==> config.mk <==
export PLATFORM = sky130hd
export DESIGN_NAME = ppg_wear_vote_classifier_flat
export DESIGN_NICKNAME = d
export VERILOG_FILES = /design/src/pwvc_pkg.sv /design/src/pwvc_if.sv /design/src/pwvc_spectrum_test.sv /design/src/pwvc_vote_ctrl.sv /design/src/ppg_wear_vote_classifier.sv /design/src/flat_wrapper.sv
export SDC_FILE = /design/constraint.sdc
export NUM_CORES = 1
export LEC_CHECK = 0
export ABC_CLOCK_PERIOD_IN_PS = 13400
export BUFFER_PORTS_ARGS = -buffer_cell sky130_fd_sc_hd__clkbuf_2
export CAP_MARGIN = 25
export CORE_ASPECT_RATIO = 0.8
export CORE_MARGIN = 3
export CORE_UTILIZATION = 60
export DETAILED_ROUTE_END_ITERATION = 6
export PLACE_DENSITY = 0.79
export SYNTH_ARGS = -nofsm -noshare
export SYNTH_HDL_FRONTEND = slang
export SYNTH_HIERARCHICAL = 1
export SYNTH_SLANG_ARGS = --single-unit
==> constraint.sdc <==
create_clock -name clk -period 13.4 [get_ports clk]
set_input_delay 1.34 -clock clk [delete_from_list [all_inputs] [get_ports clk]]
set_output_delay 1.34 -clock clk [all_outputs]
set_load 0.01 [all_outputs]
==> src/pwvc_pkg.sv <==
// Shared types and constants for the wear vote classifier.
`default_nettype none
package pwvc_pkg;

  localparam int SAMPLE_BITS = 20;
  localparam int PROD_BITS   = SAMPLE_BITS + 5;
  localparam int COUNT_BITS  = 4;
  localparam int CFG_IDX_BITS  = 2;
  localparam int CFG_DATA_BITS = 4;

  typedef logic [SAMPLE_BITS-1:0] sample_t;
  typedef logic [PROD_BITS-1:0]   prod_t;
  typedef logic [COUNT_BITS-1:0]  count_t;

  typedef enum logic [1:0] {
    CMD_SAMPLE = 2'd0,
    CMD_ARM    = 2'd1,
    CMD_STOP   = 2'd2
  } cmd_t;

  typedef enum logic [CFG_IDX_BITS-1:0] {
    CFG_DETECT_ENABLE  = 2'd0,
    CFG_VOTES_REQUIRED = 2'd1,
    CFG_MAX_SAMPLES    = 2'd2
  } cfg_idx_t;

  localparam logic   DETECT_ENABLE_RESET  = 1'b1;
  localparam count_t VOTES_REQUIRED_RESET = count_t'(3);
  localparam count_t MAX_SAMPLES_RESET    = count_t'(4);

  typedef struct packed {
    logic valid;
    logic worn;
  } decision_t;

endpackage
`default_nettype wire

==> src/pwvc_if.sv <==
// Channel interfaces for sensor words and decision words.
`default_nettype none
interface pwvc_in_if;
  logic                 valid;
  logic                 ready;
  logic [1:0]           cmd;
  pwvc_pkg::sample_t    red;
  pwvc_pkg::sample_t    infrared;
  pwvc_pkg::sample_t    green;
  pwvc_pkg::sample_t    ambient;

  modport source (output valid, output cmd, output red, output infrared,
                  output green, output ambient, input ready);
  modport sink   (input valid, input cmd, input red, input infrared,
                  input green, input ambient, output ready);
endinterface

interface pwvc_out_if;
  logic valid;
  logic ready;
  logic worn;

  modport source (output valid, output worn, input ready);
  modport sink   (input valid, input worn, output ready);
endinterface
`default_nettype wire

==> src/pwvc_spectrum_test.sv <==
// Skin-like spectrum and low ambient test on one sample.
`default_nettype none
module pwvc_spectrum_test (
  input  wire pwvc_pkg::sample_t red,
  input  wire pwvc_pkg::sample_t infrared,
  input  wire pwvc_pkg::sample_t green,
  input  wire pwvc_pkg::sample_t ambient,
  output logic                   match
);

  pwvc_pkg::prod_t r;
  pwvc_pkg::prod_t ir;
  pwvc_pkg::prod_t g;
  pwvc_pkg::prod_t amb;
  logic            ambient_ok;
  logic            ratios_ok;

  assign r   = pwvc_pkg::prod_t'(red);
  assign ir  = pwvc_pkg::prod_t'(infrared);
  assign g   = pwvc_pkg::prod_t'(green);
  assign amb = pwvc_pkg::prod_t'(ambient);

  always_comb begin
    ambient_ok  = (amb * pwvc_pkg::prod_t'(25) <= g * pwvc_pkg::prod_t'(3)) &&
                  (amb * pwvc_pkg::prod_t'(4) <= r) &&
                  (amb * pwvc_pkg::prod_t'(10) <= ir * pwvc_pkg::prod_t'(3));
    ratios_ok   = (g * pwvc_pkg::prod_t'(10) >= r * pwvc_pkg::prod_t'(11)) &&
                  (r * pwvc_pkg::prod_t'(20) >= ir * pwvc_pkg::prod_t'(21)) &&
                  (ir * pwvc_pkg::prod_t'(2) >= amb * pwvc_pkg::prod_t'(3));
    match       = ambient_ok && ratios_ok;
  end

endmodule
`default_nettype wire

==> src/pwvc_vote_ctrl.sv <==
// Configuration registers, capture window state and vote counting.
`default_nettype none
module pwvc_vote_ctrl (
  input  wire                               clk,
  input  wire                               rst,
  input  wire                               cfg_we,
  input  wire [pwvc_pkg::CFG_IDX_BITS-1:0]  cfg_index,
  input  wire [pwvc_pkg::CFG_DATA_BITS-1:0] cfg_data,
  input  wire                               step,
  input  wire pwvc_pkg::cmd_t               cmd,
  input  wire                               match,
  output pwvc_pkg::decision_t               decision
);

  logic                 detect_enable;
  pwvc_pkg::count_t     votes_required;
  pwvc_pkg::count_t     max_samples;

  logic                 armed;
  pwvc_pkg::count_t     samples_seen;
  pwvc_pkg::count_t     positive_votes;
  logic                 armed_next;
  pwvc_pkg::count_t     samples_seen_next;
  pwvc_pkg::count_t     positive_votes_next;

  pwvc_pkg::count_t     seen_inc;
  pwvc_pkg::count_t     votes_inc;
  logic                 vote_ok;

  always_ff @(posedge clk) begin
    if (rst) begin
      detect_enable  <= pwvc_pkg::DETECT_ENABLE_RESET;
      votes_required <= pwvc_pkg::VOTES_REQUIRED_RESET;
      max_samples    <= pwvc_pkg::MAX_SAMPLES_RESET;
    end else if (cfg_we) begin
      case (pwvc_pkg::cfg_idx_t'(cfg_index))
        pwvc_pkg::CFG_DETECT_ENABLE:  detect_enable  <= cfg_data[0];
        pwvc_pkg::CFG_VOTES_REQUIRED: votes_required <= pwvc_pkg::count_t'(cfg_data);
        pwvc_pkg::CFG_MAX_SAMPLES:    max_samples    <= pwvc_pkg::count_t'(cfg_data);
        default: ;
      endcase
    end
  end

  always_comb begin
    seen_inc            = samples_seen + pwvc_pkg::count_t'(1);
    votes_inc           = positive_votes + pwvc_pkg::count_t'(match);
    vote_ok             = votes_inc >= votes_required;
    armed_next          = armed;
    samples_seen_next   = samples_seen;
    positive_votes_next = positive_votes;
    decision            = '0;
    if (step) begin
      case (cmd)
        pwvc_pkg::CMD_ARM: begin
          if (detect_enable) begin
            armed_next          = 1'b1;
            samples_seen_next   = '0;
            positive_votes_next = '0;
          end
        end
        pwvc_pkg::CMD_STOP: begin
          armed_next          = 1'b0;
          samples_seen_next   = '0;
          positive_votes_next = '0;
        end
        pwvc_pkg::CMD_SAMPLE: begin
          if (armed) begin
            if (vote_ok || seen_inc >= max_samples) begin
              decision.valid      = 1'b1;
              decision.worn       = vote_ok;
              armed_next          = 1'b0;
              samples_seen_next   = '0;
              positive_votes_next = '0;
            end else begin
              samples_seen_next   = seen_inc;
              positive_votes_next = votes_inc;
            end
          end
        end
        default: ;
      endcase
    end
  end

  always_ff @(posedge clk) begin
    if (rst) begin
      armed          <= 1'b0;
      samples_seen   <= '0;
      positive_votes <= '0;
    end else begin
      armed          <= armed_next;
      samples_seen   <= samples_seen_next;
      positive_votes <= positive_votes_next;
    end
  end

endmodule
`default_nettype wire

==> src/ppg_wear_vote_classifier.sv <==
// Top level: input register, spectrum test, vote control and decision register.
//
//   channel    dir   handshake      payload
//   samples    in    valid/ready    cmd, red, infrared, green, ambient
//   decision   out   valid/ready    worn
//   cfg        in    cfg_we         cfg_index, cfg_data
//
// One word per cycle while no decision is held; a decision passes through the input
// register, then the decision register, before it is on the output.
// Sync active-high reset clears window state and valids and resets the config.
// A held decision stalls the input register; samples.ready stays high while the
// input register is empty or can drain into the decision register.
`default_nettype none
module ppg_wear_vote_classifier (
  input  wire                               clk,
  input  wire                               rst,
  input  wire                               cfg_we,
  input  wire [pwvc_pkg::CFG_IDX_BITS-1:0]  cfg_index,
  input  wire [pwvc_pkg::CFG_DATA_BITS-1:0] cfg_data,
  pwvc_in_if.sink                           samples,
  pwvc_out_if.source                        decision
);

  logic                s1_valid;
  pwvc_pkg::cmd_t      s1_cmd;
  pwvc_pkg::sample_t   s1_red;
  pwvc_pkg::sample_t   s1_infrared;
  pwvc_pkg::sample_t   s1_green;
  pwvc_pkg::sample_t   s1_ambient;

  logic                out_valid;
  logic                out_worn;

  logic                advance;
  logic                step;
  logic                match;
  pwvc_pkg::decision_t verdict;

  assign advance       = !out_valid || decision.ready;
  assign step          = s1_valid && advance;
  assign samples.ready = !s1_valid || advance;

  always_ff @(posedge clk) begin
    if (rst) begin
      s1_valid <= 1'b0;
    end else if (samples.ready) begin
      s1_valid <= samples.valid;
    end
  end

  always_ff @(posedge clk) begin
    if (samples.ready && samples.valid) begin
      s1_cmd      <= pwvc_pkg::cmd_t'(samples.cmd);
      s1_red      <= samples.red;
      s1_infrared <= samples.infrared;
      s1_green    <= samples.green;
      s1_ambient  <= samples.ambient;
    end
  end

  pwvc_spectrum_test u_test (
    .red      (s1_red),
    .infrared (s1_infrared),
    .green    (s1_green),
    .ambient  (s1_ambient),
    .match    (match)
  );

  pwvc_vote_ctrl u_ctrl (
    .clk       (clk),
    .rst       (rst),
    .cfg_we    (cfg_we),
    .cfg_index (cfg_index),
    .cfg_data  (cfg_data),
    .step      (step),
    .cmd       (s1_cmd),
    .match     (match),
    .decision  (verdict)
  );

  always_ff @(posedge clk) begin
    if (rst) begin
      out_valid <= 1'b0;
    end else if (verdict.valid) begin
      out_valid <= 1'b1;
    end else if (decision.ready) begin
      out_valid <= 1'b0;
    end
  end

  always_ff @(posedge clk) begin
    if (verdict.valid) begin
      out_worn <= verdict.worn;
    end
  end

  assign decision.valid = out_valid;
  assign decision.worn  = out_worn;

endmodule
`default_nettype wire
==> src/flat_wrapper.sv <==
// flat-port wrapper written by rule: the top's interface ports become plain ports
module ppg_wear_vote_classifier_flat 
  (clk, rst, cfg_we, cfg_index, cfg_data, samples_valid, samples_cmd, samples_red, samples_infrared, samples_green, samples_ambient, samples_ready, decision_valid, decision_worn, decision_ready);
  pwvc_in_if samples_i ();
  pwvc_out_if decision_i ();
  input  wire clk;
  input  wire rst;
  input  wire cfg_we;
  input  wire [pwvc_pkg::CFG_IDX_BITS-1:0] cfg_index;
  input  wire [pwvc_pkg::CFG_DATA_BITS-1:0] cfg_data;
  input wire logic [$bits(samples_i.valid)-1:0] samples_valid;
  input wire logic [$bits(samples_i.cmd)-1:0] samples_cmd;
  input wire logic [$bits(samples_i.red)-1:0] samples_red;
  input wire logic [$bits(samples_i.infrared)-1:0] samples_infrared;
  input wire logic [$bits(samples_i.green)-1:0] samples_green;
  input wire logic [$bits(samples_i.ambient)-1:0] samples_ambient;
  output wire logic [$bits(samples_i.ready)-1:0] samples_ready;
  output wire logic [$bits(decision_i.valid)-1:0] decision_valid;
  output wire logic [$bits(decision_i.worn)-1:0] decision_worn;
  input wire logic [$bits(decision_i.ready)-1:0] decision_ready;
  assign samples_i.valid = samples_valid;
  assign samples_i.cmd = samples_cmd;
  assign samples_i.red = samples_red;
  assign samples_i.infrared = samples_infrared;
  assign samples_i.green = samples_green;
  assign samples_i.ambient = samples_ambient;
  assign samples_ready = samples_i.ready;
  assign decision_valid = decision_i.valid;
  assign decision_worn = decision_i.worn;
  assign decision_i.ready = decision_ready;
  ppg_wear_vote_classifier u_core (.clk(clk), .rst(rst), .cfg_we(cfg_we), .cfg_index(cfg_index), .cfg_data(cfg_data), .samples(samples_i), .decision(decision_i));
endmodule
* Word level (Yosys, flattened, before mapping)
Index checks and enable logic that the tools add are counted.
Word-level totals: input port bits 93, bits in registers 103, memory bits (writable) 0, memories 0, ROM bits 0, latch bits 0
Operators by class: equal/unequal tests 6, shift-type cells 0, order comparisons 8, bitwise gates (word level) 0, reduce and logical (&&, ||, !) cells 22, muxes and demuxes 17, divide/modulo/power cells 0, $mul 9, add/subtract/negate cells 2
Operator list (count):
- multiplier 20 x 3 -> 23 bit (second input constant) | 3
- multiplier 20 x 2 -> 22 bit (second input constant) | 3
- multiplier 20 x 5 -> 25 bit (second input constant) | 2
- >= comparator 25 bit | 1
- less-or-equal comparator 25 x 22 -> 1 bit | 1
- >= comparator 24 bit | 1
- less-or-equal comparator 24 x 22 -> 1 bit | 1
- multiplier 20 x 4 -> 24 bit (second input constant) | 1
- one-hot mux 4 bit (3 select lines) | 2
- >= comparator 21 x 22 -> 1 bit | 1
- less-or-equal comparator 22 x 20 -> 1 bit | 1
- 2-to-1 mux 4 bit | 5
- >= comparator 4 bit | 2
- 2-to-1 mux 2 bit | 4
- AND reduction 4 bit | 2
- logical AND 1 bit | 7
- AND reduction 2 bit | 3
- 2-to-1 mux 1 bit | 5
- adder 4 x 1 -> 4 bit | 1
- adder 4 x 1 -> 4 bit (second input constant) | 1
- == test 2 x 1 -> 1 bit (second input constant) | 2
- == test 2 bit (second input constant) | 2
- logical NOT 2 bit | 2
- != test 2 bit (second input constant) | 2
- 6 further kinds | 9

* Longest topological paths before layout
Gate-level depths: netlist of run 1.
depth in word-level cells 13, mapped depth 35, mapped depth without buffers 35

* Cells and area by module
Netlist of run 1, hierarchy kept.
By module, submodules not included:
- pwvc_spectrum_test | area an instance 13655.6 sq um, times used 1, cells an instance 1671, seq. area each 0.0 sq um
- ppg_wear_vote_classifier | area an instance 2595.0 sq um, times used 1, cells an instance 93, seq. area each 2532.4 sq um
- pwvc_vote_ctrl | area an instance 1017.2 sq um, times used 1, cells an instance 111, seq. area each 360.3 sq um

* Least setup slack after synthesis of run 1
Ideal clock, no wire load.
path type register to register, start register u_core.s1_ambient[6], end register u_core.u_ctrl.armed, setup slack 6.473 ns, path buffers 0, arrival time 6.839 ns, cell stages (with the launch flop) 33, setup time 0.088 ns, data required time 13.312 ns, cell sequence edfxtp_1 ha_1 fa_1 inv_1 fa_1 inv_1 ha_1 or4_1 o22ai_1 o21ai_1 nor2b_1 nor2_1 a21oi_1 xnor2_1 ha_1 a21o_1 a21o_1 a211oi_1 o31ai_1 o21ai_0 o211ai_1 nor4b_1 nand3_1 nor4_1 ha_1 ha_1 nor2b_1 or2_2 ha_1 a2111o_1 a21oi_4 nand2b_2 a311oi_2
Between the ends: cells in the longest elaborated chain, start to end 11
Ends and longest elaborated chain:
- start, declared | line ppg_wear_vote_classifier.sv:29 | pwvc_pkg::sample_t s1_ambient;
- start signal, assigned | line ppg_wear_vote_classifier.sv:57 | s1_ambient <= samples.ambient;
- multiplier 20 x 5 -> 25 bit | line pwvc_spectrum_test.sv:24 | ambient_ok = (amb * pwvc_pkg::prod_t'(25) <= g * pwvc_pkg::prod_t'(3)) &&
- less-or-equal comparator 25 x 22 -> 1 bit | line pwvc_spectrum_test.sv:24
- logical AND 1 bit | line pwvc_spectrum_test.sv:24
- logical AND 1 bit | line pwvc_spectrum_test.sv:25 | (amb * pwvc_pkg::prod_t'(4) <= r) &&
- logical AND 1 bit (*) | line pwvc_spectrum_test.sv:30 | match = ambient_ok && ratios_ok;
- named net u_core.match | line ppg_wear_vote_classifier.sv:36 | logic match;
- adder 4 x 1 -> 4 bit (*) | line pwvc_vote_ctrl.sv:47 | votes_inc = positive_votes + pwvc_pkg::count_t'(match);
- >= comparator 4 bit (*) | line pwvc_vote_ctrl.sv:48 | vote_ok = votes_inc >= votes_required;
- logical OR 1 bit (*) | line pwvc_vote_ctrl.sv:69 | if (vote_ok || seen_inc >= max_samples) begin
- 2-to-1 mux 1 bit (*) | line pwvc_vote_ctrl.sv:69
- 2-to-1 mux 1 bit (*) | line pwvc_vote_ctrl.sv:68 | if (armed) begin
- one-hot mux 1 bit (3 select lines) (*) | line pwvc_vote_ctrl.sv:54 | case (cmd)
- end signal, assigned | line pwvc_vote_ctrl.sv:92 | armed <= armed_next;
- end, declared | line pwvc_vote_ctrl.sv:19 | logic armed;
Mark *: on every way through the listed nets, which the timed path passes. The rest lies on a longest branch. A chain may end at the register's enable or synchronous reset.

* Worst setup path after layout of run 1
start register u_core.s1_ambient[1], end register u_core.u_ctrl.armed
Same word-level chain as after synthesis.

==> impl_results.md, run 1 <==
* Most frequent CP cell: ha_1
* Reg clk slew, reported paths at 90 ps
* Worst slew pin tran at 1020 ps
* Top_reg_cell synth: edfxtp_1
* Area grow syn2layout at 7.28%
* Final setup viols at 0
* Syn Nets at 2479
* Cell count after placement at 2333
* Largest net degree at the start of global routing at 54
* # clock sinks at 103
* Largest cells by area after synthesis: ha_1 32%, edfxtp_1 14%, fa_1 8.0%
* Total grt overflow at 0
* Worst Path Required at 13700 ps
* Post-synth EDFFs at 83
* WL/cell at 17.8 microns
* Die height at 158 microns
* Status: finished, final reports clean
* Fmax at 0.120 GHz
* Fraction of layout cells with a size suffix above 1 at 7.56%
* Asr flop ratio synth at 0%
* Buffers on Ports at 95
* Crit-path slowest cell: nor4_1
* Routed Antenna Nets at 0
* Hold-fix buffers, CTS at 0
* First-pass DRT Iterations at 7
* I/O pin count at 96
* DR DRC count at 0
* Final min period at 8320 ps
* Min-Delay Path Class: reg -> reg
* Multi-input logic area at 13500 sq um
* Fin cells at 2349
* Clock Latency Late Sink at 390 ps
* Post-Syn Area at 17300 sq um
* Multiplexer share of the synthesized area at 0.464%
* Area leader, netlist: ha_1
* Post-synthesis compound-gate area fraction at 18.1%
* Largest family of logic cells by synthesized area: adder cells
* Post-cts resize count at 0
* Gpl congestion at 0.902
* Avg Inst Size Synth at 9.21 sq um
* Worst setup EP type: flop
* DR iter-0 viols at 1002
* Register area share after synthesis at 16.8%
* Initial antenna violation count at 0
* Worst Path Max Fanout at 10
* Row count at 54
* Cell area power density at 140 nW/um^2
* Critical path class: reg -> reg
* GRT Overall Usage at 27.3%
* Initial core utilization at 62.2%
* Routed vias/inst at 6.06
* Vias in the first global route at 13945
* First-pass GRT wire length at 69000 microns
* Seq. cell area at 2890 sq um
* Synth Area in Simple Gates at 11.8%
* H-tree level count at 3
* Number of max-cap violations at 0
* WP data arrival at 8620 ps
* Crit-path max cell delay at 630 ps
* Layout Nets at 2584
* Die width at 196 microns
* Skew final at 16.0 ps
* Die Area at 30900 sq um
* CP Launch Type: flop
* Core Box Area at 27800 sq um
* Yosys warnings at 6
* Post-CTS Setup Inserts at 0
* Total wire length at 41900 microns
* N_diodes at 0
* Routed via count at 14235
* Filler cells at 2265
* Post-Synth XOR/XNOR Area at 7.61%
* Synth Register Bits at 103
* Normalized max-slew margin at 30.8%
* Post-Synth Adder-Cell Area at 40.0%
* Yosys cell types at 75
* Leak Pwr at 9.26 nW
* RSZ-0062 raised after global routing: no
* Max-slew violation count at 0
* HPWL Detailed at 34600 microns
* Clock buffer depth at 2
* Root Buffer: clkbuf_16
* Hold Fails Final Rpt at 0
* TritonCTS clock tree: built
* CTS Buf Count at 9
* Setup TNS at 0 ps
* Cells after Synth at 1875
* Final worst path period share at 62.1%
* Post-synth top area share at 32.0%
* VDD IR-drop max at 82.6 uV
-- Yosys cell counts (all sizes together), types with 19 or more instances --
cell type,number
a211oi,26
a21o,56
a21oi,140
a31oi,20
dfxtp,20
edfxtp,83
fa,69
ha,442
inv,239
nand2,63
nand2b,28
nand3,38
nand4,24
nor2,104
nor2b,19
nor3,36
o21a,26
o21ai,80
xnor2,80
xor2,70
-- report_power, final --
group,leakage (nW),switching (W),internal (W)
logic,8.13,0.00106,0.000816
registers,0.972,0.0000473,0.000371
clock network,0.157,0.000159,0.000138
-- state kept, by name, indices dropped and copies added (netlist names), 4 cells and up --
register and count:
u_core/s1_ambient 20, u_core/s1_green 20, u_core/s1_infrared 20, u_core/s1_red 20, u_core/u_ctrl/max_samples 4, u_core/u_ctrl/positive_votes 4, u_core/u_ctrl/samples_seen 4, u_core/u_ctrl/votes_required 4
-- cells by family (layout without fill, tap and decap cells) --
logic type	Yosys count	count (layout)
adders and majority gates	511	511
AOI/OAI and AO/OA	469	469
and+or+nand+nor	393	393
buffers and inverters	241	351
xor gates and xnor gates	150	150
DFF	103	103
muxes	8	8
-- area by class of cell --
class,instances,area share (%)
Timing Repair Buffer,96,2.61
Inverter,239,4.84
Multi-Input combinational cell,1531,72.7
Clock buffer,9,1.22
Clock inverter,7,0.547
Tap cell,364,2.46
Sequential cell,103,15.6
-- layout by cell type (no fill, tap or decap), drive strengths merged, types with 36 or more instances in the layout --
cell type and count:
ha 442, inv 243, a21oi 140, nor2 104, clkbuf 104, edfxtp 83, xnor2 80, o21ai 80
xor2 70, fa 69, nand2 63, a21o 56, nand3 38, nor3 36
-- worst max-delay path, delay by kind of cell, from the launching register on --
kind | cells | cell delay (ps)
compound gates | 12 | 2890
xor+xnor | 1 | 80
fa+ha+maj | 8 | 2400
buf+inv | 2 | 120
flops | 1 | 610
simple gates | 10 | 2110
-- worst paths after layout --
kind                                                    start                             to  slack [ps]  depth (start not counted)
worst max-delay path                     u_core/s1_ambient[1]            u_core/u_ctrl/armed        5080                         33
worst min-delay path            u_core/u_ctrl/samples_seen[2]  u_core/u_ctrl/samples_seen[2]         500                          2
worst max register to register           u_core/s1_ambient[1]            u_core/u_ctrl/armed        5080                         33
worst min register to register  u_core/u_ctrl/samples_seen[2]  u_core/u_ctrl/samples_seen[2]         500                          2
-- through the flow --
stage	power, W	hold slack, ps	worst slack [ps]	instance area [sq um]	utilization [%]
CTS	0.00257	505	5200	18500	66.7
detailed placement	0.00225	485	5240	18200	65.5
finish	0.00259	504	5080	18500	66.7
global route	0.00285	526	4570	18500	66.7
floorplan	0.00182	442	6470	17300	-
global placement	0.00218	473	5420	18200	65.5
-- metal layers --
layer  GRT usage, %  vias to the layer above  routed length (microns)
li1               -                     7060                        -
met1           39.5                     6730                    20600
met2           44.3                      410                    18400
met3           3.34                       35                     2450
met4           5.46                        0                      420
met5              0                        -                        0
No activity file was read; power rests on OpenSTA's default activity.
==> run 2: changes to the inputs <==
--- a/config.mk
+++ b/config.mk
@@ -5,12 +5,13 @@
 export SDC_FILE = /design/constraint.sdc
 export NUM_CORES = 1
 export LEC_CHECK = 0
-export ABC_CLOCK_PERIOD_IN_PS = 13400
+export ABC_AREA = 1
+export ABC_CLOCK_PERIOD_IN_PS = 6900
 export BUFFER_PORTS_ARGS = -buffer_cell sky130_fd_sc_hd__clkbuf_2
 export CAP_MARGIN = 25
 export CORE_ASPECT_RATIO = 0.8
 export CORE_MARGIN = 3
-export CORE_UTILIZATION = 60
+export CORE_UTILIZATION = 58
 export DETAILED_ROUTE_END_ITERATION = 6
 export PLACE_DENSITY = 0.79
 export SYNTH_ARGS = -nofsm -noshare
==> constraint.sdc (replaced) <==
create_clock -name clk -period 6.9 [get_ports clk]
set_input_delay 0.69 -clock clk [delete_from_list [all_inputs] [get_ports clk]]
set_output_delay 0.69 -clock clk [all_outputs]
set_load 0.01 [all_outputs]
==> run 2 against run 1 <==
Against the previous run:
- total power grew 110%
- utilization decreased by 1.8 points
- final cell count increased by 22%
- via count is 14% higher
- synthesized area rose by 5.3%
- first-iteration DRC count up 18%
- highest routed layer is now met5
- fmax rose by 28%
==> impl_results.md, run 2 <==
* Initial core utilization at 59.4%
* Post-Syn Area at 18200 sq um
* Worst reg2reg setup slack at 410 ps
* Clock buffer depth at 2
* Fin cells at 2867
* Total wire length at 47800 microns
* Post-Synth XOR/XNOR Area at 7.70%
* Min-Delay Path Class: in -> reg
* Yosys cell types at 50
* Post-synth top area share at 30.4%
* Max-slew violation count at 0
* Layout Nets at 3053
* Synth Area in Simple Gates at 16.9%
* Hold path cells at 1
* Gpl congestion at 1.00
* Clock Latency Late Sink at 390 ps
* Largest net degree at the start of global routing at 62
* Most frequent cells in the layout: 435 x ha_1, 427 x nand2_1, 371 x inv_1
* Worst Path Max Fanout at 6
* Die width at 204 microns
* Synth Register Bits at 103
* Top_reg_cell synth: edfxtp_1
* Area grow syn2layout at 9.31%
* Total power draw at 0.00535 W
* DR DRC count at 0
* Total grt overflow at 0
* Post-synth EDFFs at 83
* Avg Inst Size Synth at 7.90 sq um
* N_diodes at 0
* Routed Antenna Nets at 0
* Worst setup EP type: flop
* Skew final at 22.8 ps
* Hold Fails Final Rpt at 0
* Number of max-cap violations at 0
* Register area share after synthesis at 15.9%
* Reg clk slew, reported paths at 100 ps
* H-tree level count at 3
* Final min period at 6490 ps
* VDD IR-drop max at 179 uV
* WP data arrival at 6750 ps
* Worst Reg2Reg Path Length in Cells at 42
* Most common library cell in the layout ignoring fill and taps: ha_1
* Reg2reg start: u_core/s1_ambient[2]
* Layout Cell Area excl Fill at 19900 sq um
* # clock sinks at 103
* Hold-fix buffers, CTS at 0
* Worst Path Required at 7160 ps
* DR iter-0 viols at 1185
* HPWL Detailed at 40200 microns
* TritonCTS clock tree: built
* Die Area at 33500 sq um
* Buffers on Ports at 95
* Area leader, netlist: ha_1
* Fmax at 0.154 GHz
* Crit-path slowest cell: fa_1
* I/O pin count at 96
* First-pass GRT wire length at 76700 microns
* Crit-path max cell delay at 530 ps
* Core Box Area at 30600 sq um
* Fraction of layout cells with a size suffix above 1 at 8.68%
* GRT Overall Usage at 28.6%
* Area after DPL at 19300 sq um
* Commonest cells in the netlist: 442 x ha_1, 427 x nand2_1, 372 x inv_1
* Most frequent CP cell: nand2_1
* Post-Synth Adder-Cell Area at 38.0%
* Cell count after placement at 2825
* Initial antenna violation count at 2
* Most common cell in the synthesized netlist: ha_1
* WL/cell at 16.7 microns
* Filler cells at 2644
* Hold_sp: samples_red[5]
* Cell area power density at 269 nW/um^2
* R2r endpoint: u_core/decision.valid
* Final worst path period share at 94.0%
* Post-synthesis compound-gate area fraction at 13.6%
* Syn Nets at 2906
* Critical path class: reg -> reg
* Largest family of logic cells by synthesized area: adder cells
* Multiplexer share of the synthesized area at 0%
* Row count at 57
* Routed vias/inst at 5.65
* Asr flop ratio synth at 0%
* Normalized max-slew margin at 39.7%
* CP Launch Type: flop
* First-pass DRT Iterations at 5
* Largest cells by area after synthesis: ha_1 30%, edfxtp_1 14%, nand2_1 8.8%
* Worst slew pin tran at 904 ps
* Routed via count at 16192
* Cells after Synth at 2302
* Yosys warnings at 6
* Hold Path Sink: u_core/s1_red[5]
* Final setup viols at 0
* Root Buffer: clkbuf_16
* CTS Buf Count at 9
* Status: finished, final reports clean
* Die height at 164 microns
* Leak Pwr at 10.5 nW
* Vias in the first global route at 15554
run 2: cell types whose count changed after synthesis, sizes merged, moves of 17 or more:
cell,previous run,this run
nand2,63,431
nand3,38,89
a211oi,26,9
a21o,56,22
nor2,104,125
inv,239,377
nor2b,19,0
a21oi,140,225
nand2b,28,0
o21a,26,8
xor2,70,89
run 2: cell type report:
| cell class | count | area [sq um] | share of cell area, % |
|---|---|---|---|
| repair buffers | 136 | 783 | 3.94 |
| clock inverters | 7 | 72.6 | 0.365 |
| well taps | 413 | 517 | 2.60 |
| clock buffers | 9 | 225 | 1.13 |
| inverters | 379 | 1420 | 7.17 |
| multi-input cells | 1820 | 14000 | 70.2 |
| flip-flops and latches | 103 | 2890 | 14.6 |
run 2: power by group:
| part | internal, W | leakage [nW] | switching [W] |
|---|---|---|---|
| clock network | 0.000256 | 0.143 | 0.000281 |
| registers | 0.000721 | 0.977 | 0.0000775 |
| logic | 0.00159 | 9.41 | 0.00242 |
| total | 0.00257 | 10.5 | 0.00278 |
run 2: repair_timing:
action / CTS / global route
resized for setup: 0 / 21
buffers inserted: 0 / 25
endpoints found under the setup margin: 0 / 12
run 2: how the worst max path moves through the flow:
stage / startpoint / endpoint / slack (ps) / cells past startpoint
6_report: u_core/s1_ambient[2] / u_core/decision.valid / 410 / 42
5_1_grt: u_core/s1_ambient[5] / u_core/decision.valid / -20 / 44
4_1_cts: u_core/s1_ambient[4] / u_core/decision.valid / 80 / 44
3_5_place_dp: u_core/s1_ambient[5] / u_core/decision.valid / 160 / 44
3_3_place_gp: u_core/s1_ambient[8] / u_core/decision.valid / 370 / 42
2_1_floorplan: u_core/s1_ambient[4] / u_core/decision.worn / 1160 / 42
run 2: stage by stage:
stage | hold WS [ps] | worst slack, ps | util (%) | setup TNS (ps)
after global placement | 458 | 365 | 63.0 | 0
after global routing | 466 | -19.0 | 64.9 | -33.9
after detailed placement | 464 | 163 | 63.0 | 0
after floorplan | 435 | 1160 | - | 0
final | 469 | 415 | 64.9 | 0
after CTS | 452 | 84.9 | 64.0 | 0
run 2: cells by family (layout without fill, tap and decap cells):
group | after synthesis | after routing
xor+xnor | 159 | 159
buf+inv | 380 | 531
compound gates | 429 | 429
flops | 103 | 103
fa+ha+maj | 511 | 511
simple gates | 720 | 721
run 2: layer usage:
layer / vias up / track usage (%) / wire length [microns]
met4: 4 / 7.53 / 1010
met2: 505 / 44.6 / 20700
met5: - / 0 / 27
met1: 7526 / 40.0 / 22500
met3: 65 / 6.52 / 3640
li1: 8092 / - / -
run 2: critical path: cells and delay by family, from the launching register on:
family,cells,cell delay [ps]
adder cells (fa/ha/maj),8,2580
AND/OR/NAND/NOR,24,2230
buffers and inverters,4,230
AO/OA/AOI/OAI,5,680
XOR/XNOR,1,170
flip-flops,1,480
==> run 3: changes to the inputs <==
--- a/config.mk
+++ b/config.mk
@@ -5,13 +5,12 @@
 export SDC_FILE = /design/constraint.sdc
 export NUM_CORES = 1
 export LEC_CHECK = 0
-export ABC_AREA = 1
-export ABC_CLOCK_PERIOD_IN_PS = 6900
+export ABC_CLOCK_PERIOD_IN_PS = 6300
 export BUFFER_PORTS_ARGS = -buffer_cell sky130_fd_sc_hd__clkbuf_2
 export CAP_MARGIN = 25
 export CORE_ASPECT_RATIO = 0.8
 export CORE_MARGIN = 3
-export CORE_UTILIZATION = 58
+export CORE_UTILIZATION = 60
 export DETAILED_ROUTE_END_ITERATION = 6
 export PLACE_DENSITY = 0.79
 export SYNTH_ARGS = -nofsm -noshare
==> constraint.sdc (replaced) <==
create_clock -name clk -period 6.3 [get_ports clk]
set_input_delay 0.63 -clock clk [delete_from_list [all_inputs] [get_ports clk]]
set_output_delay 0.63 -clock clk [all_outputs]
set_load 0.01 [all_outputs]
==> run 3 against run 2 <==
Against the previous run:
- the flow now finishes with violations (negative setup slack)
- largest cell class unchanged
- critical endpoint is now u_core/u_ctrl/armed
- utilization up 15 points
- worst hold slack got worse by 56 ps
- final cell count shrank 4.3%
- non-clock buffer count increased by 356
==> impl_results.md, run 3 (synthesis gave the netlist of run 1 again) <==
* Fraction of layout cells with a size suffix above 1 at 26.8%
* Row count at 54
* Multi-input logic area at 14100 sq um
* Gpl congestion at 0.937
* VDD IR-drop max at 205 uV
* Skew final at 8.94 ps
* Die height at 158 microns
* Clock buffer depth at 2
* Failing checks: negative setup slack
* CP Launch Type: flop
* Worst slew pin tran at 704 ps
* First-pass GRT wire length at 78800 microns
* Crit-path slowest cell: or4_4
* Hold path cells at 1
* DR iter-0 viols at 1165
* Max-slew violation count at 0
* Buffers on Ports at 95
* Final min period at 7410 ps
* # clock sinks at 103
* Normalized max-slew margin at 53.1%
* Total wire length at 50400 microns
* Reg2reg start: u_core/s1_ambient[3]
* I/O pin count at 96
* Seq. cell area at 2890 sq um
* Most frequent CP cell: buf_4
* Final worst setup slack at -1110 ps
* Reg clk slew, reported paths at 90 ps
* DR DRC count at 0
* Filler cells at 1830
* CP bufs+invs at 6
* Origin of the worst setup path: u_core/s1_ambient[3]
* Worst reg2reg setup slack at -1110 ps
* Number of max-cap violations at 0
* Min-Delay Path Class: in -> reg
* GRT Overall Usage at 31.3%
* Routed vias/inst at 5.93
* Cell area power density at 306 nW/um^2
* Post-place setup slack at -1530 ps
* Worst Reg2Reg Path Length in Cells at 35
* WL/cell at 18.4 microns
* Final worst path period share at 118%
* First-pass DRT Iterations at 5
* Cell count after placement at 2698
* CTS Buf Count at 9
* Final setup viols at 12
* Area grow syn2layout at 28.2%
* Hold Fails Final Rpt at 0
* Worst Path Max Fanout at 5
* Fmax at 0.135 GHz
* Initial antenna violation count at 0
* H-tree level count at 3
* WP data arrival at 7710 ps
* Fin cells at 2745
* Die Area at 30900 sq um
* Crit-path max cell delay at 520 ps
* Top Family by Delay on Critical Path: compound AO/OA/AOI/OAI gates
* Hold Path Sink: u_core/s1_infrared[12]
* Die width at 196 microns
* Status: finished with violations
* R2r endpoint: u_core/u_ctrl/armed
* Most common library cell in the layout ignoring fill and taps: ha_1
* Layout Nets at 2980
* Initial core utilization at 62.2%
* Total grt overflow at 0
* Vias in the first global route at 15804
* Routed via count at 16289
* Routed Antenna Nets at 0
* Critical path class: reg -> reg
* Largest net degree at the start of global routing at 49
* Worst Path Required at 6600 ps
* N_diodes at 0
* Clock Latency Late Sink at 380 ps
* HPWL Detailed at 40700 microns
* Leak Pwr at 11.2 nW
* Root Buffer: clkbuf_16
* Core Box Area at 27800 sq um
* TritonCTS clock tree: built
* Most frequent cells in the layout: 410 x ha_1, 391 x buf_4, 235 x inv_1
* Hold_sp: samples_infrared[12]
* RSZ-0062 raised after global routing: yes
* Setup TNS at -12510 ps
* Total power draw at 0.00678 W
* Worst setup EP type: flop
[run 3: cell count changes in the layout (fill, tap and decap cells not counted), moves of 18 or more]
cell      before  now
nand2_1      427   63
buf_4         41  391
inv_1        371  235
a21oi_1      216  129
nand3_1       84   36
a21o_1        22   56
ha_1         435  410
nand2b_1       0   25
o21ai_0       76   57
o21a_1         8   26
[run 3: how the worst max path moves through the flow]
| stage | to | cells after the start |
|---|---|---|
| 2_1_floorplan | u_core/decision.worn | 30 |
| 3_3_place_gp | u_core/u_ctrl/positive_votes[2] | 33 |
| 4_1_cts | u_core/u_ctrl/samples_seen[1] | 32 |
| 5_1_grt | u_core/u_ctrl/samples_seen[2] | 35 |
| 3_5_place_dp | u_core/u_ctrl/samples_seen[1] | 33 |
| 6_report | u_core/u_ctrl/armed | 35 |
[run 3: power breakdown]
part | switching (W) | internal (W)
combinational | 0.00276 | 0.00255
clock | 0.000345 | 0.000294
sequential | 0.0000553 | 0.000788
total | 0.00316 | 0.00363
[run 3: stage by stage]
step | util (%) | hold WS (ps) | area [sq um]
2_1_floorplan | - | 442 | 17400
3_3_place_gp | 75.8 | 472 | 21000
3_5_place_dp | 75.8 | 491 | 21000
4_1_cts | 78.3 | 400 | 21700
5_1_grt | 79.7 | 403 | 22100
6_report | 79.7 | 413 | 22100
[run 3: routing by layer]
layer  vias to the layer above  wire length (microns)  track usage (%)
met5                         -                      0                0
met4                         0                   1180             7.67
met3                       105                   3140             4.13
met2                       570                  22800             51.8
met1                      7773                  23300             43.9
li1                       7841                      -                -
[run 3: repair_timing]
action	in CTS	in global routing
gates resized for setup	50	55
endpoints found under the hold margin	0	0
cloned	0	0
endpoints found under the setup margin	12	12
buffers inserted	15	15
pin swaps	48	17
hold buffers	0	0
[run 3: cell type report]
cell class / count / area share, %
Timing Repair Buffer: 492 / 15.7
Tap cell: 364 / 2.06
Clock buffer: 9 / 1.02
Sequential cell: 103 / 13.1
Clock inverter: 7 / 0.435
Inverter: 239 / 4.05
Multi-Input combinational cell: 1531 / 63.7
